`config.mk`:
```
export PLATFORM = sky130hd
export DESIGN_NAME = htsed_ctrl
export DESIGN_NICKNAME = d
export VERILOG_FILES = /design/src/rtl/core/htsed_pkg.sv /design/src/rtl/core/htsed_ctrl.sv
export SDC_FILE = /design/constraint.sdc
export NUM_CORES = 1
export LEC_CHECK = 0
export ABC_CLOCK_PERIOD_IN_PS = 3300
export BUFFER_PORTS_ARGS = -buffer_cell sky130_fd_sc_hd__buf_2
export CAP_MARGIN = 20
export CELL_PAD_IN_SITES_DETAIL_PLACEMENT = 1
export CELL_PAD_IN_SITES_GLOBAL_PLACEMENT = 1
export CORE_MARGIN = 10
export CORE_UTILIZATION = 36
export DETAILED_ROUTE_END_ITERATION = 7
export GPL_TIMING_DRIVEN = 0
export PLACE_DENSITY_LB_ADDON = 0.12
export SLEW_MARGIN = 20
export SYNTH_ARGS = -nofsm -noshare
export SYNTH_HDL_FRONTEND = slang
export SYNTH_SLANG_ARGS = --single-unit
export TNS_END_PERCENT = 50
```
`constraint.sdc`:
```
create_clock -name clk -period 3.3 [get_ports clk]
set_clock_uncertainty 0.15 [all_clocks]
set_input_delay 0.66 -clock clk [delete_from_list [all_inputs] [get_ports clk]]
set_output_delay 0.66 -clock clk [all_outputs]
set_load 0.02 [all_outputs]
```
`src/rtl/core/htsed_pkg.sv`:
```
// ---------------------------------------------------------------------------
// htsed_pkg
// Shared types and constants for the tag stripper and entity decoder.
// ---------------------------------------------------------------------------
package htsed_pkg;

    localparam int WINDOW_BYTES = 10;
    localparam int WIN_IDX_W    = $clog2(WINDOW_BYTES);
    localparam int WIN_CNT_W    = $clog2(WINDOW_BYTES + 1);
    localparam int NUM_ENT      = 13;

    localparam logic [7:0] CH_AMP  = 8'h26;
    localparam logic [7:0] CH_LT   = 8'h3C;
    localparam logic [7:0] CH_GT   = 8'h3E;
    localparam logic [7:0] CH_HASH = 8'h23;
    localparam logic [7:0] CH_SEMI = 8'h3B;
    localparam logic [7:0] CH_QM   = 8'h3F;
    localparam logic [7:0] CH_DOT  = 8'h2E;

    // Entity patterns, first byte at the low end, padded with zeros.
    typedef logic [7:0] pat_t [0:6];

    typedef struct packed {
        logic [7:0] rep;
        logic [1:0] reps;
        logic [2:0] len;
    } ent_info_t;

    function automatic logic [7:0] ent_byte(input int e, input int k);
        string s;
        s = "";
        case (e)
            0:  s = "&amp;";
            1:  s = "&lt;";
            2:  s = "&gt;";
            3:  s = "&quot;";
            4:  s = "&apos;";
            5:  s = "&nbsp;";
            6:  s = "&#8211;";
            7:  s = "&#8212;";
            8:  s = "&#8216;";
            9:  s = "&#8217;";
            10: s = "&#8220;";
            11: s = "&#8221;";
            default: s = "&#8230;";
        endcase
        if (k < s.len())
            return s[k];
        return 8'h00;
    endfunction

    function automatic ent_info_t ent_info(input int e);
        ent_info_t r;
        r.reps = 2'd1;
        case (e)
            0:  begin r.rep = 8'h26; r.len = 3'd5; end
            1:  begin r.rep = 8'h3C; r.len = 3'd4; end
            2:  begin r.rep = 8'h3E; r.len = 3'd4; end
            3:  begin r.rep = 8'h22; r.len = 3'd6; end
            4:  begin r.rep = 8'h27; r.len = 3'd6; end
            5:  begin r.rep = 8'h20; r.len = 3'd6; end
            6:  begin r.rep = 8'h2D; r.len = 3'd7; end
            7:  begin r.rep = 8'h2D; r.len = 3'd7; end
            8:  begin r.rep = 8'h27; r.len = 3'd7; end
            9:  begin r.rep = 8'h27; r.len = 3'd7; end
            10: begin r.rep = 8'h22; r.len = 3'd7; end
            11: begin r.rep = 8'h22; r.len = 3'd7; end
            default: begin r.rep = CH_DOT; r.len = 3'd7; r.reps = 2'd3; end
        endcase
        return r;
    endfunction

    // Commands from the controller to the datapath.
    typedef struct packed {
        logic             load_in;     // capture the input byte
        logic             feed;        // offer the held byte to the selected pass
        logic             pass_sel;    // 0 = first pass, 1 = second pass
        logic             final_mode;  // resolve even if the window is short
        logic             step;        // do one drain step on the selected pass
        logic             clear;       // end of string: clear the selected pass
        logic             bypass_step; // emit one raw byte from the second window
    } dp_cmd_t;

    // Status from the datapath to the controller.
    typedef struct packed {
        logic             can_step;    // a drain step would emit a byte
        logic             win1_empty;
        logic             win0_empty;
        logic             emit_busy;   // output register full and not being taken
        logic             in_last;
    } dp_stat_t;

endpackage

```
`src/rtl/core/htsed_ctrl.sv`:
```
// ---------------------------------------------------------------------------
// htsed_ctrl
// Sequencer: takes one byte, drains both passes a byte at a time, and closes
// a string with its end marker.
// ---------------------------------------------------------------------------
module htsed_ctrl
    import htsed_pkg::*;
(
    input  logic     clk,
    input  logic     rst_n,
    input  logic     in_valid,
    output logic     in_ready,
    input  logic     second_pass,
    input  dp_stat_t stat,
    output dp_cmd_t  cmd,
    output logic     emit_go,
    output logic     emit_last
);

    typedef enum logic [6:0] {
        S_IDLE   = 7'b0000001,
        S_FEED   = 7'b0000010,
        S_DRAIN0 = 7'b0000100,
        S_DRAIN1 = 7'b0001000,
        S_BYPASS = 7'b0010000,
        S_FIN1   = 7'b0100000,
        S_END    = 7'b1000000
    } state_t;

    state_t state_reg, state_next;
    logic   can_emit;

    assign can_emit = !stat.emit_busy;

    always_comb
    begin
        state_next = state_reg;
        cmd        = '0;
        emit_go    = 1'b0;
        emit_last  = 1'b0;
        in_ready   = 1'b0;
        case (state_reg)
            S_IDLE:
            begin
                in_ready = 1'b1;
                if (in_valid)
                begin
                    cmd.load_in = 1'b1;
                    state_next  = S_FEED;
                end
            end
            S_FEED:
            begin
                cmd.feed   = 1'b1;
                state_next = second_pass ? S_DRAIN0 : S_BYPASS;
            end
            S_BYPASS:
            begin
                // Second pass off: flush whatever it still holds, raw.
                if (stat.win1_empty)
                begin
                    cmd.pass_sel = 1'b1;
                    cmd.clear    = 1'b1;
                    state_next   = S_DRAIN0;
                end
                else if (can_emit)
                begin
                    cmd.bypass_step = 1'b1;
                    emit_go         = 1'b1;
                end
            end
            S_DRAIN0:
            begin
                cmd.final_mode = stat.in_last;
                if (stat.can_step)
                begin
                    if (second_pass || can_emit)
                    begin
                        cmd.step = 1'b1;
                        if (!second_pass)
                            emit_go = 1'b1;
                        else
                            state_next = S_DRAIN1;
                    end
                end
                else
                begin
                    cmd.clear  = stat.in_last;
                    state_next = second_pass ? S_FIN1 :
                                 (stat.in_last ? S_END : S_IDLE);
                end
            end
            S_DRAIN1:
            begin
                // Pass one still has bytes to offer, so pass two drains
                // without resolving short windows.
                cmd.pass_sel = 1'b1;
                if (stat.can_step)
                begin
                    if (can_emit)
                    begin
                        cmd.step = 1'b1;
                        emit_go  = 1'b1;
                    end
                end
                else
                    state_next = S_DRAIN0;
            end
            S_FIN1:
            begin
                // Pass one is done; at the end of a string pass two resolves
                // everything it still holds.
                cmd.pass_sel   = 1'b1;
                cmd.final_mode = stat.in_last && stat.win0_empty;
                if (stat.can_step)
                begin
                    if (can_emit)
                    begin
                        cmd.step = 1'b1;
                        emit_go  = 1'b1;
                    end
                end
                else
                begin
                    cmd.clear  = stat.in_last;
                    state_next = stat.in_last ? S_END : S_IDLE;
                end
            end
            S_END:
            begin
                if (can_emit)
                begin
                    emit_go    = 1'b1;
                    emit_last  = 1'b1;
                    state_next = S_IDLE;
                end
            end
            default: state_next = S_IDLE;
        endcase
    end

    always_ff @(posedge clk or negedge rst_n)
    begin
        if (!rst_n)
            state_reg <= S_IDLE;
        else
            state_reg <= state_next;
    end

endmodule

```
==> flow_summary.html, run 1 <==
<table>
<tr><th>Metric</th><th>Value</th></tr>
<tr><th colspan="2">Status</th></tr>
<tr><td>Result of the run</td><td>finished, final reports clean</td></tr>
<tr><th colspan="2">Power and ir drop</th></tr>
<tr><td>Worst vdd rail ir drop</td><td>0.3625 mV</td></tr>
<tr><td>Net Switching</td><td>0.0002832 W</td></tr>
<tr><td>Combinational share of power</td><td>62.5%</td></tr>
<tr><td>Leak Pwr</td><td>0.3859 nW</td></tr>
<tr><td>Portion of total power attributed to sequential cells</td><td>24.9%</td></tr>
<tr><td>Clock share of power</td><td>12.7%</td></tr>
<tr><td>Total power density per cell area</td><td>715.5 mW/mm2</td></tr>
<tr><td>Share of total power consumed by net switching</td><td>47.35%</td></tr>
<tr><td>Total power</td><td>0.0005980 W</td></tr>
<tr><td>Cell-internal power</td><td>0.0003148 W</td></tr>
<tr><th colspan="2">Route</th></tr>
<tr><td>Drt first-iter violations</td><td>5</td></tr>
<tr><td>Routed WL</td><td>2131 um</td></tr>
<tr><td>Count of nets left with antenna violations after detail routing</td><td>0</td></tr>
<tr><td>Routed WL per cell</td><td>15.90 um</td></tr>
<tr><td>Via density per instance</td><td>5.463</td></tr>
<tr><td>Detailed-route via count</td><td>732</td></tr>
<tr><td>DRC violations left</td><td>0</td></tr>
<tr><td>Length of the first detailed-routing pass in iterations</td><td>5</td></tr>
<tr><th colspan="2">Synth</th></tr>
<tr><td>Cell Area, Synth</td><td>688.2 um2</td></tr>
<tr><td>Number of nets in the synthesized netlist</td><td>96</td></tr>
<tr><td>EDFF count, synth</td><td>0</td></tr>
<tr><td>Average size of a mapped cell</td><td>7.910 um2</td></tr>
<tr><td>Synthesis Warnings</td><td>0</td></tr>
<tr><td>Register bit total from synthesis</td><td>7</td></tr>
<tr><td>Flip-flop cell with the highest count after synthesis</td><td>dfrtp_1</td></tr>
<tr><td>Share of synthesized registers carrying an async set or reset</td><td>100.0%</td></tr>
<tr><td>Number of different library cells in the post-synthesis netlist</td><td>42</td></tr>
<tr><td>Post-Syn Instances</td><td>87</td></tr>
<tr><td>Proportion of synthesized chip area in sequential cells</td><td>25.64%</td></tr>
<tr><th colspan="2">Worst setup path</th></tr>
<tr><td>Critical-path cell with the highest stage delay</td><td>or4b_4</td></tr>
<tr><td>Type of destination of the critical path</td><td>output port</td></tr>
<tr><td>First element of the critical path</td><td>state_reg[4]</td></tr>
<tr><td>Launching element type of the critical path</td><td>flip-flop</td></tr>
<tr><td>Endpoint of the most critical setup path</td><td>emit_go</td></tr>
<tr><td>Worst-case register-to-register setup slack</td><td>1140 ps</td></tr>
<tr><td>Number of cells traversed by the worst register-to-register path</td><td>4</td></tr>
<tr><td>Launch point of the worst reg-to-reg path</td><td>state_reg[0]</td></tr>
<tr><td>Cell family with the largest share of critical-path delay</td><td>simple AND/OR/NAND/NOR gates</td></tr>
<tr><td>Worst Path Buf+Inv</td><td>2</td></tr>
<tr><td>WS Path Type</td><td>reg2out</td></tr>
<tr><td>Endpoint required time on the critical path</td><td>2490 ps</td></tr>
<tr><td>Critical Path AT</td><td>2190 ps</td></tr>
<tr><td>Sequence of cells on the critical path</td><td>buf_6 -&gt; or4_4 -&gt; or4b_4 -&gt; nand2_1 -&gt; o21a_1 -&gt; buf_2</td></tr>
<tr><td>End of the worst register-to-register path</td><td>state_reg[3]</td></tr>
<tr><td>CP max FO</td><td>8</td></tr>
<tr><td>Delay of the slowest cell on the worst path</td><td>550 ps</td></tr>
<tr><td>Number of cells on the critical path</td><td>6</td></tr>
<tr><th colspan="2">Finish</th></tr>
<tr><td>Area growth, synth to finish</td><td>21.45%</td></tr>
<tr><td>Number of cells in the finished layout apart from fillers</td><td>134</td></tr>
<tr><td>Post-layout instance area</td><td>835.8 um2</td></tr>
<tr><td>Antenna Diode Count</td><td>0</td></tr>
<tr><td>Share of post-route cells with drive strength above 1</td><td>27.52%</td></tr>
<tr><td>Max FFs per register</td><td>7</td></tr>
<tr><td>Nets@finish</td><td>119</td></tr>
<tr><th colspan="2">Clocking</th></tr>
<tr><td>TritonCTS clock tree</td><td>done</td></tr>
<tr><td>Number of buffers added to fix hold violations after cts</td><td>0</td></tr>
<tr><td>H-tree depth</td><td>1</td></tr>
<tr><td>Clk_lat worst skew</td><td>250 ps</td></tr>
<tr><td>Root buffer cell</td><td>clkbuf_4</td></tr>
<tr><td>Number of setup buffers added after CTS</td><td>0</td></tr>
<tr><td>Clock Pin Slew Worst Setup and Hold Paths</td><td>50 ps</td></tr>
<tr><td># clock sinks</td><td>7</td></tr>
<tr><td>Clock buffer count from CTS</td><td>3</td></tr>
<tr><td>Post_cts resized</td><td>0</td></tr>
<tr><td>Maximum root-to-sink buffer count</td><td>2</td></tr>
<tr><th colspan="2">STA</th></tr>
<tr><td>Final Max Slew Viols</td><td>0</td></tr>
<tr><td>Unrepaired setup endpoints after global routing</td><td>no</td></tr>
<tr><td>Actual slew at the worst max-slew pin</td><td>482.1 ps</td></tr>
<tr><td>Number of hold violations in the final report</td><td>0</td></tr>
<tr><td>Share of the clock period used by the worst path</td><td>91.03%</td></tr>
<tr><td>Final count of negative-setup-slack endpoints</td><td>0</td></tr>
<tr><td>Setup TNS</td><td>0 ps</td></tr>
<tr><td>Slew headroom</td><td>67.86%</td></tr>
<tr><td>Final critical path time including I/O delays and setup</td><td>3004 ps</td></tr>
<tr><td>Maximum clock frequency</td><td>332.9 MHz</td></tr>
<tr><td>Final worst slack</td><td>296.0 ps</td></tr>
<tr><th colspan="2">Floorplan</th></tr>
<tr><td>Die outline area</td><td>0.004060 mm2</td></tr>
<tr><td>Floorplan die height</td><td>63.72 um</td></tr>
<tr><td>Area of the core</td><td>0.001764 mm2</td></tr>
<tr><td>Ports</td><td>19</td></tr>
<tr><td>Initial Utilization</td><td>39.01%</td></tr>
<tr><td>Die Wd</td><td>63.72 um</td></tr>
<tr><td>Row count</td><td>15</td></tr>
<tr><th colspan="2">Global routing</th></tr>
<tr><td>First-pass GRT wire length</td><td>3712 um</td></tr>
<tr><td>Initial antenna violation count</td><td>0</td></tr>
<tr><td>Pin count of the biggest net entering global routing</td><td>11</td></tr>
<tr><td>Via count of the first global-routing pass</td><td>779</td></tr>
<tr><td>Global routing usage summed across all routing layers</td><td>10.94%</td></tr>
<tr><td>Overall overflow remaining after global route</td><td>0</td></tr>
<tr><th colspan="2">Place</th></tr>
<tr><td>DP HPWL</td><td>1790 um</td></tr>
<tr><td>Cell count after placement</td><td>130</td></tr>
<tr><td>Pre-CTS setup slack</td><td>558.1 ps</td></tr>
<tr><td>Number of input and output port buffers inserted</td><td>18</td></tr>
<tr><td>Routability-driven placement congestion ratio</td><td>0.8150</td></tr>
<tr><td>Instance area at placement</td><td>809.5 um2</td></tr>
<tr><th colspan="2">Hold path</th></tr>
<tr><td>Worst min-delay path class</td><td>in2async</td></tr>
<tr><th colspan="2">Run</th></tr>
<tr><td>Count of maximum capacitance violations</td><td>0</td></tr>
</table>
## metrics by stage
stage	hold slack [ps]	util (%)
CTS	82.58	47.38
global placement	348.8	45.89
global route	82.55	47.38
detailed placement	350.5	45.89
floorplan	214.4	-
finish	82.47	47.38
## area by class of cell
class / count / area (um2)
multi-input cells: 70 / 466.7
plain buffers: 4 / 22.52
inverters: 6 / 22.52
well taps: 25 / 31.28
repair buffers: 18 / 90.09
flip-flops and latches: 7 / 176.4
clock buffers: 4 / 26.28
fillers: 252 / 928.4
## synth_stat cells, types with 2 or more instances
library cell	count	area, um2
a21oi_1	2	10.01
a22oi_1	2	15.01
and2_1	2	12.51
and4b_1	2	20.02
clkbuf_1	3	11.26
dfrtp_1	6	150.1
inv_1	6	22.52
nand2_1	7	26.28
nand2b_1	3	18.77
nand3b_1	2	15.01
nor2_1	9	33.78
nor2b_1	2	12.51
nor3_1	8	40.04
o21ai_0	4	20.02
xor2_1	2	17.52
## power by group through the flow
stage          Sequential (W)   Clock, W  Combinational, W
4_1_cts              0.000149  0.0000786          0.000381
6_report             0.000149  0.0000757          0.000374
3_5_place_dp         0.000151          0          0.000380
3_3_place_gp         0.000150          0          0.000373
2_1_floorplan        0.000140          0          0.000286
5_1_grt              0.000156  0.0000858          0.000422
## logic make-up after synthesis
kind of cell / Yosys count / synth area share [%]
and+or+nand+nor: 45 / 38.73
AOI/OAI and AO/OA: 21 / 23.46
buffers and inverters: 10 / 6.545
DFF: 7 / 25.64
xor gates and xnor gates: 2 / 2.546
muxes: 1 / 1.636
adders and majority gates: 1 / 1.455
## layout by cell type, fill, tap and decap left out, drive strengths merged, types with 2 or more instances in the layout
cell type and n:
clkbuf 7, nand3b 2, buf 19, nand3 2
nor2 9, a22oi 2, or4 2, o21ai 4
a211o 2, o311ai 2, xor2 2, and4b 2
nor2b 2, nand2 7, nor3 9, and2 2
dfrtp 6, inv 6, a21oi 2, nand2b 3
## worst min-delay path by stage
stage          startpoint      endpoint  slack, ps  cells past startpoint
3_3_place_gp        rst_n  state_reg[1]        350                      1
3_5_place_dp        rst_n  state_reg[1]        350                      1
2_1_floorplan       rst_n  state_reg[1]        210                      0
4_1_cts             rst_n  state_reg[2]         80                      1
5_1_grt             rst_n  state_reg[1]         80                      1
6_report            rst_n  state_reg[1]         80                      1
## layer usage
layer / up-vias / global-route usage (%) / wire [um]
met5: - / 0 / 0
met4: 0 / 1.639 / 15
met3: 2 / 3.887 / 88
met2: 15 / 18.34 / 1026
met1: 345 / 13.27 / 1000
li1: 370 / - / -
(Power assumes the default switching activity.)
==> run 2: changes to the inputs <==
--- a/config.mk
+++ b/config.mk
@@ -8,10 +8,10 @@
 export ABC_CLOCK_PERIOD_IN_PS = 3300
 export BUFFER_PORTS_ARGS = -buffer_cell sky130_fd_sc_hd__buf_2
 export CAP_MARGIN = 20
-export CELL_PAD_IN_SITES_DETAIL_PLACEMENT = 1
-export CELL_PAD_IN_SITES_GLOBAL_PLACEMENT = 1
+export CELL_PAD_IN_SITES_DETAIL_PLACEMENT = 2
+export CELL_PAD_IN_SITES_GLOBAL_PLACEMENT = 2
 export CORE_MARGIN = 10
-export CORE_UTILIZATION = 36
+export CORE_UTILIZATION = 28
 export DETAILED_ROUTE_END_ITERATION = 7
 export GPL_TIMING_DRIVEN = 0
 export PLACE_DENSITY_LB_ADDON = 0.12
==> flow_summary.html, run 2 (synthesis gave the netlist of run 1 again) <==
<table>
<tr><th>Metric</th><th>Value</th></tr>
<tr><th colspan="2">Status</th></tr>
<tr><td>Result of the run</td><td>finished, final reports clean (unchanged)</td></tr>
<tr><th colspan="2">Finish</th></tr>
<tr><td>Antenna Diode Count</td><td>0 (unchanged)</td></tr>
<tr><td>Seq. cell area</td><td>176.4 um2 (unchanged)</td></tr>
<tr><td>Multi-input gate area in the final layout</td><td>466.7 um2 (unchanged)</td></tr>
<tr><td>Most frequent cells in the layout</td><td>18 x buf_2, 9 x nor2_1, 8 x nor3_1, 7 x nand2_1 (unchanged)</td></tr>
<tr><td>Area growth, synth to finish</td><td>22.00% (was 21.45%)</td></tr>
<tr><td>Post-layout instance area</td><td>839.6 um2 (was 835.8 um2)</td></tr>
<tr><td>Max FFs per register</td><td>7 (unchanged)</td></tr>
<tr><td>Nets@finish</td><td>119 (unchanged)</td></tr>
<tr><td>Share of post-route cells with drive strength above 1</td><td>27.52% (unchanged)</td></tr>
<tr><td>Fill cell total of the finished layout</td><td>269 (was 252)</td></tr>
<tr><td>Leading cell type in the layout, fill and taps excluded</td><td>buf_2 (unchanged)</td></tr>
<tr><td>Final Core Density</td><td>36.89% (was 47.38%)</td></tr>
<tr><th colspan="2">STA</th></tr>
<tr><td>Maximum clock frequency</td><td>330.4 MHz (was 332.9 MHz)</td></tr>
<tr><td>Final critical path time including I/O delays and setup</td><td>3027 ps (was 3004 ps)</td></tr>
<tr><td>Share of the clock period used by the worst path</td><td>91.72% (was 91.03%)</td></tr>
<tr><td>Slew headroom</td><td>67.93% (was 67.86%)</td></tr>
<tr><td>Unrepaired setup endpoints after global routing</td><td>no (unchanged)</td></tr>
<tr><td>Actual slew at the worst max-slew pin</td><td>481.0 ps (was 482.1 ps)</td></tr>
<tr><td>Number of hold violations in the final report</td><td>0 (unchanged)</td></tr>
<tr><td>Final Max Slew Viols</td><td>0 (unchanged)</td></tr>
<tr><td>Final count of negative-setup-slack endpoints</td><td>0 (unchanged)</td></tr>
<tr><td>Setup TNS</td><td>0 ps (unchanged)</td></tr>
<tr><th colspan="2">Global routing</th></tr>
<tr><td>Global routing usage summed across all routing layers</td><td>10.56% (was 10.94%)</td></tr>
<tr><td>Via count of the first global-routing pass</td><td>841 (was 779)</td></tr>
<tr><td>Overall overflow remaining after global route</td><td>0 (unchanged)</td></tr>
<tr><td>Initial antenna violation count</td><td>0 (unchanged)</td></tr>
<tr><td>First-pass GRT wire length</td><td>4257 um (was 3712 um)</td></tr>
<tr><td>Pin count of the biggest net entering global routing</td><td>11 (unchanged)</td></tr>
<tr><th colspan="2">Route</th></tr>
<tr><td>Drt first-iter violations</td><td>39 (was 5)</td></tr>
<tr><td>Detailed-route via count</td><td>776 (was 732)</td></tr>
<tr><td>Detailed route wirelength on metal2</td><td>1249 um (was 1026 um)</td></tr>
<tr><td>Via density per instance</td><td>5.664 (was 5.463)</td></tr>
<tr><td>Routed WL</td><td>2558 um (was 2131 um)</td></tr>
<tr><td>Length of the first detailed-routing pass in iterations</td><td>4 (was 5)</td></tr>
<tr><td>Routed met1 length</td><td>1209 um (was 1000 um)</td></tr>
<tr><td>Routed WL per cell</td><td>18.67 um (was 15.90 um)</td></tr>
<tr><td>Wire length on met3</td><td>67 um (was 88 um)</td></tr>
<tr><td>Count of nets left with antenna violations after detail routing</td><td>0 (unchanged)</td></tr>
<tr><td>DRC violations left</td><td>0 (unchanged)</td></tr>
<tr><td>Highest metal layer with signal wires</td><td>met4 (unchanged)</td></tr>
<tr><th colspan="2">Clocking</th></tr>
<tr><td>Number of buffers added to fix hold violations after cts</td><td>0 (unchanged)</td></tr>
<tr><td>H-tree depth</td><td>1 (unchanged)</td></tr>
<tr><td>Post_cts resized</td><td>0 (unchanged)</td></tr>
<tr><td>Clock buffer count from CTS</td><td>3 (unchanged)</td></tr>
<tr><td>Root buffer cell</td><td>clkbuf_4 (unchanged)</td></tr>
<tr><td>Clk_lat worst skew</td><td>250 ps (about the same)</td></tr>
<tr><td>Number of setup buffers added after CTS</td><td>0 (unchanged)</td></tr>
<tr><td>Maximum root-to-sink buffer count</td><td>2 (unchanged)</td></tr>
<tr><td>Clock Pin Slew Worst Setup and Hold Paths</td><td>50 ps (about the same)</td></tr>
<tr><td># clock sinks</td><td>7 (unchanged)</td></tr>
<tr><td>TritonCTS clock tree</td><td>done (unchanged)</td></tr>
<tr><th colspan="2">Power and ir drop</th></tr>
<tr><td>Worst vdd rail ir drop</td><td>0.3021 mV (was 0.3625 mV)</td></tr>
<tr><td>Total power density per cell area</td><td>728.5 mW/mm2 (was 715.5 mW/mm2)</td></tr>
<tr><td>Total power</td><td>0.0006116 W (was 0.0005980 W)</td></tr>
<tr><td>Leak Pwr</td><td>0.3859 nW (unchanged)</td></tr>
<tr><th colspan="2">Place</th></tr>
<tr><td>Instance area at placement</td><td>813.3 um2 (was 809.5 um2)</td></tr>
<tr><td>DP HPWL</td><td>2110 um (was 1790 um)</td></tr>
<tr><td>Routability-driven placement congestion ratio</td><td>0.7866 (was 0.8150)</td></tr>
<tr><td>Number of input and output port buffers inserted</td><td>18 (unchanged)</td></tr>
<tr><th colspan="2">Floorplan</th></tr>
<tr><td>Initial Utilization</td><td>30.24% (was 39.01%)</td></tr>
<tr><td>Area of the core</td><td>0.002276 mm2 (was 0.001764 mm2)</td></tr>
<tr><td>Floorplan die height</td><td>69.58 um (was 63.72 um)</td></tr>
<tr><td>Die Wd</td><td>69.58 um (was 63.72 um)</td></tr>
<tr><td>Ports</td><td>19 (unchanged)</td></tr>
<tr><td>Die outline area</td><td>0.004841 mm2 (was 0.004060 mm2)</td></tr>
<tr><td>Row count</td><td>17 (was 15)</td></tr>
<tr><th colspan="2">Worst setup path</th></tr>
<tr><td>Launching element type of the critical path</td><td>flip-flop (unchanged)</td></tr>
<tr><td>Number of cells traversed by the worst register-to-register path</td><td>4 (unchanged)</td></tr>
<tr><td>CP max FO</td><td>8 (unchanged)</td></tr>
<tr><td>Endpoint required time on the critical path</td><td>2490 ps (about the same)</td></tr>
<tr><td>Critical Path AT</td><td>2220 ps (was 2190 ps)</td></tr>
<tr><td>Type of destination of the critical path</td><td>output port (unchanged)</td></tr>
<tr><td>WS Path Type</td><td>reg2out (unchanged)</td></tr>
<tr><th colspan="2">Run</th></tr>
<tr><td>Count of maximum capacitance violations</td><td>0 (unchanged)</td></tr>
<tr><th colspan="2">Hold path</th></tr>
<tr><td>Worst min-delay path class</td><td>in2async (unchanged)</td></tr>
</table>
## run 2: cell counts in the layout (fill, tap and decap cells not counted)
Identical to the previous run, type by type.
## run 2: per-stage QoR
step	std cells	hold slack, ps	setup slack, ps
after global placement	133	343.1	558.2
after floorplan	87	214.4	643.1
after global routing	137	81.67	172.0
final	137	84.36	273.1
after detailed placement	133	353.6	520.3
after CTS	137	82.39	244.1
## run 2: where the power goes
| part | internal, W | leakage, nW | switching (W) |
|---|---|---|---|
| clock network | 0.0000461 | 0.0150 | 0.0000312 |
| registers | 0.000114 | 0.0931 | 0.0000353 |
| logic | 0.000155 | 0.278 | 0.000230 |
## run 2: layer usage
metal,up-vias,GRT usage (%)
li1,367,-
met1,390,13.03
met2,15,17.44
met3,4,1.427
met4,0,4.878
met5,-,0
## run 2: layout make-up
type	count	share of cell area, %
Multi-Input combinational cell	70	55.59
Sequential cell	7	21.01
Timing Repair Buffer	18	10.73
Tap cell	28	4.173
Clock buffer	4	3.130
Buffer	4	2.683
Inverter	6	2.683
## run 2: final timing paths
kind	start	to	slack [ps]
min in group clk	in_valid	state_reg[1]	530
max reg2reg	state_reg[0]	state_reg[3]	1140
max	state_reg[4]	emit_go	270
min reg2reg	state_reg[4]	state_reg[0]	620
min	rst_n	state_reg[4]	80
max in group asynchronous	rst_n	state_reg[0]	2690
## run 2: worst max-delay path: stages, from the launching register on
cell and delay, ps:
dfrtp_1 370, buf_6 140, or4_4 540, or4b_4 560
nand2_1 100, o21a_1 110, buf_2 150
==> run 3: changes to the inputs <==
--- a/config.mk
+++ b/config.mk
@@ -5,13 +5,13 @@
 export SDC_FILE = /design/constraint.sdc
 export NUM_CORES = 1
 export LEC_CHECK = 0
-export ABC_CLOCK_PERIOD_IN_PS = 3300
+export ABC_CLOCK_PERIOD_IN_PS = 2700
 export BUFFER_PORTS_ARGS = -buffer_cell sky130_fd_sc_hd__buf_2
 export CAP_MARGIN = 20
 export CELL_PAD_IN_SITES_DETAIL_PLACEMENT = 2
 export CELL_PAD_IN_SITES_GLOBAL_PLACEMENT = 2
 export CORE_MARGIN = 10
-export CORE_UTILIZATION = 28
+export CORE_UTILIZATION = 25
 export DETAILED_ROUTE_END_ITERATION = 7
 export GPL_TIMING_DRIVEN = 0
 export PLACE_DENSITY_LB_ADDON = 0.12
==> constraint.sdc (replaced) <==
create_clock -name clk -period 2.7 [get_ports clk]
set_clock_uncertainty 0.15 [all_clocks]
set_input_delay 0.54 -clock clk [delete_from_list [all_inputs] [get_ports clk]]
set_output_delay 0.54 -clock clk [all_outputs]
set_load 0.02 [all_outputs]
==> flow_summary.html, run 3 (synthesis gave the netlist of run 1 again) <==
<table>
<tr><th>Metric</th><th>Value</th></tr>
<tr><th colspan="2">Status</th></tr>
<tr><td>Result of the run</td><td>complete, but fails checks (was finished, final reports clean)</td></tr>
<tr><td>Violated checks</td><td>negative setup slack</td></tr>
<tr><th colspan="2">Place</th></tr>
<tr><td>Number of input and output port buffers inserted</td><td>18 (unchanged)</td></tr>
<tr><td>DP HPWL</td><td>2097 um (was 2110 um)</td></tr>
<tr><td>Pre-CTS setup slack</td><td>59.33 ps (was 520.3 ps)</td></tr>
<tr><td>Cell count after placement</td><td>135 (was 133)</td></tr>
<tr><td>Routability-driven placement congestion ratio</td><td>0.7652 (was 0.7866)</td></tr>
<tr><th colspan="2">Finish</th></tr>
<tr><td>Number of cells in the finished layout apart from fillers</td><td>142 (was 137)</td></tr>
<tr><td>Antenna Diode Count</td><td>0 (unchanged)</td></tr>
<tr><td>Area growth, synth to finish</td><td>29.09% (was 22.00%)</td></tr>
<tr><td>Seq. cell area</td><td>177.7 um2 (was 176.4 um2)</td></tr>
<tr><td>Leading cell type in the layout, fill and taps excluded</td><td>buf_2 (unchanged)</td></tr>
<tr><td>Nets@finish</td><td>122 (was 119)</td></tr>
<tr><td>Fill cell total of the finished layout</td><td>317 (was 269)</td></tr>
<tr><td>Max FFs per register</td><td>7 (unchanged)</td></tr>
<tr><td>Final Core Density</td><td>34.91% (was 36.89%)</td></tr>
<tr><td>Multi-input gate area in the final layout</td><td>479.2 um2 (was 466.7 um2)</td></tr>
<tr><td>Most frequent cells in the layout</td><td>16 x buf_2, 8 x nor2_1, 7 x nor3_1, 6 x inv_1, 6 x nand2_1 (was 18 x buf_2, 9 x nor2_1, 8 x nor3_1, 7 x nand2_1)</td></tr>
<tr><td>Share of post-route cells with drive strength above 1</td><td>34.82% (was 27.52%)</td></tr>
<tr><th colspan="2">Clocking</th></tr>
<tr><td># clock sinks</td><td>7 (unchanged)</td></tr>
<tr><td>Clock buffer count from CTS</td><td>3 (unchanged)</td></tr>
<tr><td>Root buffer cell</td><td>clkbuf_4 (unchanged)</td></tr>
<tr><td>Clock Pin Slew Worst Setup and Hold Paths</td><td>50 ps (about the same)</td></tr>
<tr><td>Clk_lat worst skew</td><td>250 ps (about the same)</td></tr>
<tr><td>Maximum root-to-sink buffer count</td><td>2 (unchanged)</td></tr>
<tr><td>H-tree depth</td><td>1 (unchanged)</td></tr>
<tr><td>TritonCTS clock tree</td><td>done (unchanged)</td></tr>
<tr><th colspan="2">Power and ir drop</th></tr>
<tr><td>Worst vdd rail ir drop</td><td>0.5429 mV (was 0.3021 mV)</td></tr>
<tr><td>Clock share of power</td><td>11.8% (was 12.6%)</td></tr>
<tr><td>Combinational share of power</td><td>64.4% (was 62.9%)</td></tr>
<tr><td>Net Switching</td><td>0.0003840 W (was 0.0002966 W)</td></tr>
<tr><td>Total power density per cell area</td><td>888.6 mW/mm2 (was 728.5 mW/mm2)</td></tr>
<tr><td>Share of total power consumed by net switching</td><td>48.65% (was 48.50%)</td></tr>
<tr><td>Portion of total power attributed to sequential cells</td><td>23.9% (was 24.4%)</td></tr>
<tr><td>Cell-internal power</td><td>0.0004054 W (was 0.0003150 W)</td></tr>
<tr><td>Leak Pwr</td><td>0.4073 nW (was 0.3859 nW)</td></tr>
<tr><th colspan="2">Worst setup path</th></tr>
<tr><td>Endpoint required time on the critical path</td><td>2010 ps (was 2490 ps)</td></tr>
<tr><td>WS Path Type</td><td>reg2out (unchanged)</td></tr>
<tr><td>CP max FO</td><td>3 (was 8)</td></tr>
<tr><td>Number of cells traversed by the worst register-to-register path</td><td>4 (unchanged)</td></tr>
<tr><td>Critical Path AT</td><td>2060 ps (was 2220 ps)</td></tr>
<tr><td>Launching element type of the critical path</td><td>flip-flop (unchanged)</td></tr>
<tr><td>Type of destination of the critical path</td><td>output port (unchanged)</td></tr>
<tr><th colspan="2">Floorplan</th></tr>
<tr><td>Floorplan die height</td><td>72.47 um (was 69.58 um)</td></tr>
<tr><td>Row count</td><td>18 (was 17)</td></tr>
<tr><td>Initial Utilization</td><td>27.04% (was 30.24%)</td></tr>
<tr><td>Area of the core</td><td>0.002545 mm2 (was 0.002276 mm2)</td></tr>
<tr><td>Die Wd</td><td>72.47 um (was 69.58 um)</td></tr>
<tr><td>Ports</td><td>19 (unchanged)</td></tr>
<tr><td>Die outline area</td><td>0.005251 mm2 (was 0.004841 mm2)</td></tr>
<tr><th colspan="2">Hold path</th></tr>
<tr><td>Worst min-delay path class</td><td>in2reg (was in2async)</td></tr>
<tr><td>Cell count of the worst hold path</td><td>2</td></tr>
<tr><th colspan="2">STA</th></tr>
<tr><td>Share of the clock period used by the worst path</td><td>101.8%</td></tr>
<tr><td>Slew headroom</td><td>69.85% (was 67.93%)</td></tr>
<tr><td>Final count of negative-setup-slack endpoints</td><td>2 (was 0)</td></tr>
<tr><td>Hold Slack</td><td>440.4 ps (was 84.36 ps)</td></tr>
<tr><td>Number of hold violations in the final report</td><td>0 (unchanged)</td></tr>
<tr><td>Maximum clock frequency</td><td>363.8 MHz</td></tr>
<tr><td>Unrepaired setup endpoints after global routing</td><td>yes (was no)</td></tr>
<tr><td>Final worst slack</td><td>-48.54 ps (was 273.1 ps)</td></tr>
<tr><td>Final critical path time including I/O delays and setup</td><td>2749 ps</td></tr>
<tr><td>Final Max Slew Viols</td><td>0 (unchanged)</td></tr>
<tr><td>Actual slew at the worst max-slew pin</td><td>446.6 ps (was 481.0 ps)</td></tr>
<tr><th colspan="2">Route</th></tr>
<tr><td>DRC violations left</td><td>0 (unchanged)</td></tr>
<tr><td>Via density per instance</td><td>5.465 (was 5.664)</td></tr>
<tr><td>Drt first-iter violations</td><td>31 (was 39)</td></tr>
<tr><td>Routed WL per cell</td><td>18.92 um (was 18.67 um)</td></tr>
<tr><td>Length of the first detailed-routing pass in iterations</td><td>4 (unchanged)</td></tr>
<tr><td>Count of nets left with antenna violations after detail routing</td><td>0 (unchanged)</td></tr>
<tr><td>Detailed-route via count</td><td>776 (unchanged)</td></tr>
<tr><td>Routed WL</td><td>2687 um (was 2558 um)</td></tr>
<tr><th colspan="2">Global routing</th></tr>
<tr><td>First-pass GRT wire length</td><td>4174 um (was 4257 um)</td></tr>
<tr><td>Initial antenna violation count</td><td>0 (unchanged)</td></tr>
<tr><td>Met2 Use GR</td><td>17.49% (was 17.44%)</td></tr>
<tr><td>Met1 track demand over resource in global routing</td><td>11.93% (was 13.03%)</td></tr>
<tr><td>Met3 track utilization from global routing</td><td>2.041% (was 1.427%)</td></tr>
<tr><td>Pin count of the biggest net entering global routing</td><td>11 (unchanged)</td></tr>
<tr><td>Via count of the first global-routing pass</td><td>844 (was 841)</td></tr>
<tr><td>Overall overflow remaining after global route</td><td>0 (unchanged)</td></tr>
<tr><td>Global routing usage summed across all routing layers</td><td>9.868% (was 10.56%)</td></tr>
<tr><td>Most Used Layer, Global Route</td><td>met2 (unchanged)</td></tr>
<tr><th colspan="2">Run</th></tr>
<tr><td>Count of maximum capacitance violations</td><td>0 (unchanged)</td></tr>
</table>
-- run 3: area by class of cell --
cell class,count,area share (%)
buffer,3,1.549
clock buffer,4,2.958
inverter,6,2.535
multi-input combinational,70,53.94
sequential,7,20.00
tap,30,4.225
timing repair buffer,22,14.79
-- run 3: power groups by stage --
stage | registers, W | logic, W | clock network [W]
floorplan | 0.000171 | 0.000350 | 0
global placement | 0.000185 | 0.000474 | 0
detailed placement | 0.000188 | 0.000488 | 0
CTS | 0.000186 | 0.000514 | 0.0000974
global route | 0.000196 | 0.000569 | 0.000106
finish | 0.000188 | 0.000508 | 0.0000928
-- run 3: metal layers --
layer,part of all wire (%),wire [um],vias up
met3,2.8,76,0
met2,51,1370,9
met4,0,0,0
met1,46,1240,391
li1,-,-,376
met5,0,0,-
-- run 3: repair_timing --
item / CTS / global route
pin swaps: 3 / 2
endpoints found under the setup margin: 2 / 5
hold buffers: 1 / 0
cloned: 0 / 0
setup buffers: 3 / 0
resized for setup: 4 / 8
hold endpoints to repair: 6 / 0
-- run 3: path summary, 6_finish.rpt --
check,startpoint,to,slack (ps)
setup reg to reg,state_reg[0],state_reg[3],530
hold reg to reg,state_reg[5],state_reg[6],610
setup / recovery,state_reg[2],emit_go,-50
hold / removal,in_valid,state_reg[1],440
min in group asynchronous,rst_n,state_reg[1],500
max in group asynchronous,rst_n,state_reg[0],1680
-- run 3: critical path, cell delays in order (launching register included) --
cell and delay, ps:
dfrtp_1 400, or4_4 540, or4b_4 560, nand2_2 70, o21a_1 120, buf_6 110
-- run 3: stage by stage --
| stage | power, W | area, um2 | setup TNS, ps |
|---|---|---|---|
| after floorplan | 0.0005209 | 688.2 | 0 |
| after global placement | 0.0006587 | 815.8 | 0 |
| after detailed placement | 0.0006758 | 815.8 | 0 |
| after CTS | 0.0007967 | 884.6 | -56.86 |
| after global routing | 0.0008703 | 888.4 | -266.8 |
| final | 0.0007894 | 888.4 | -50.38 |
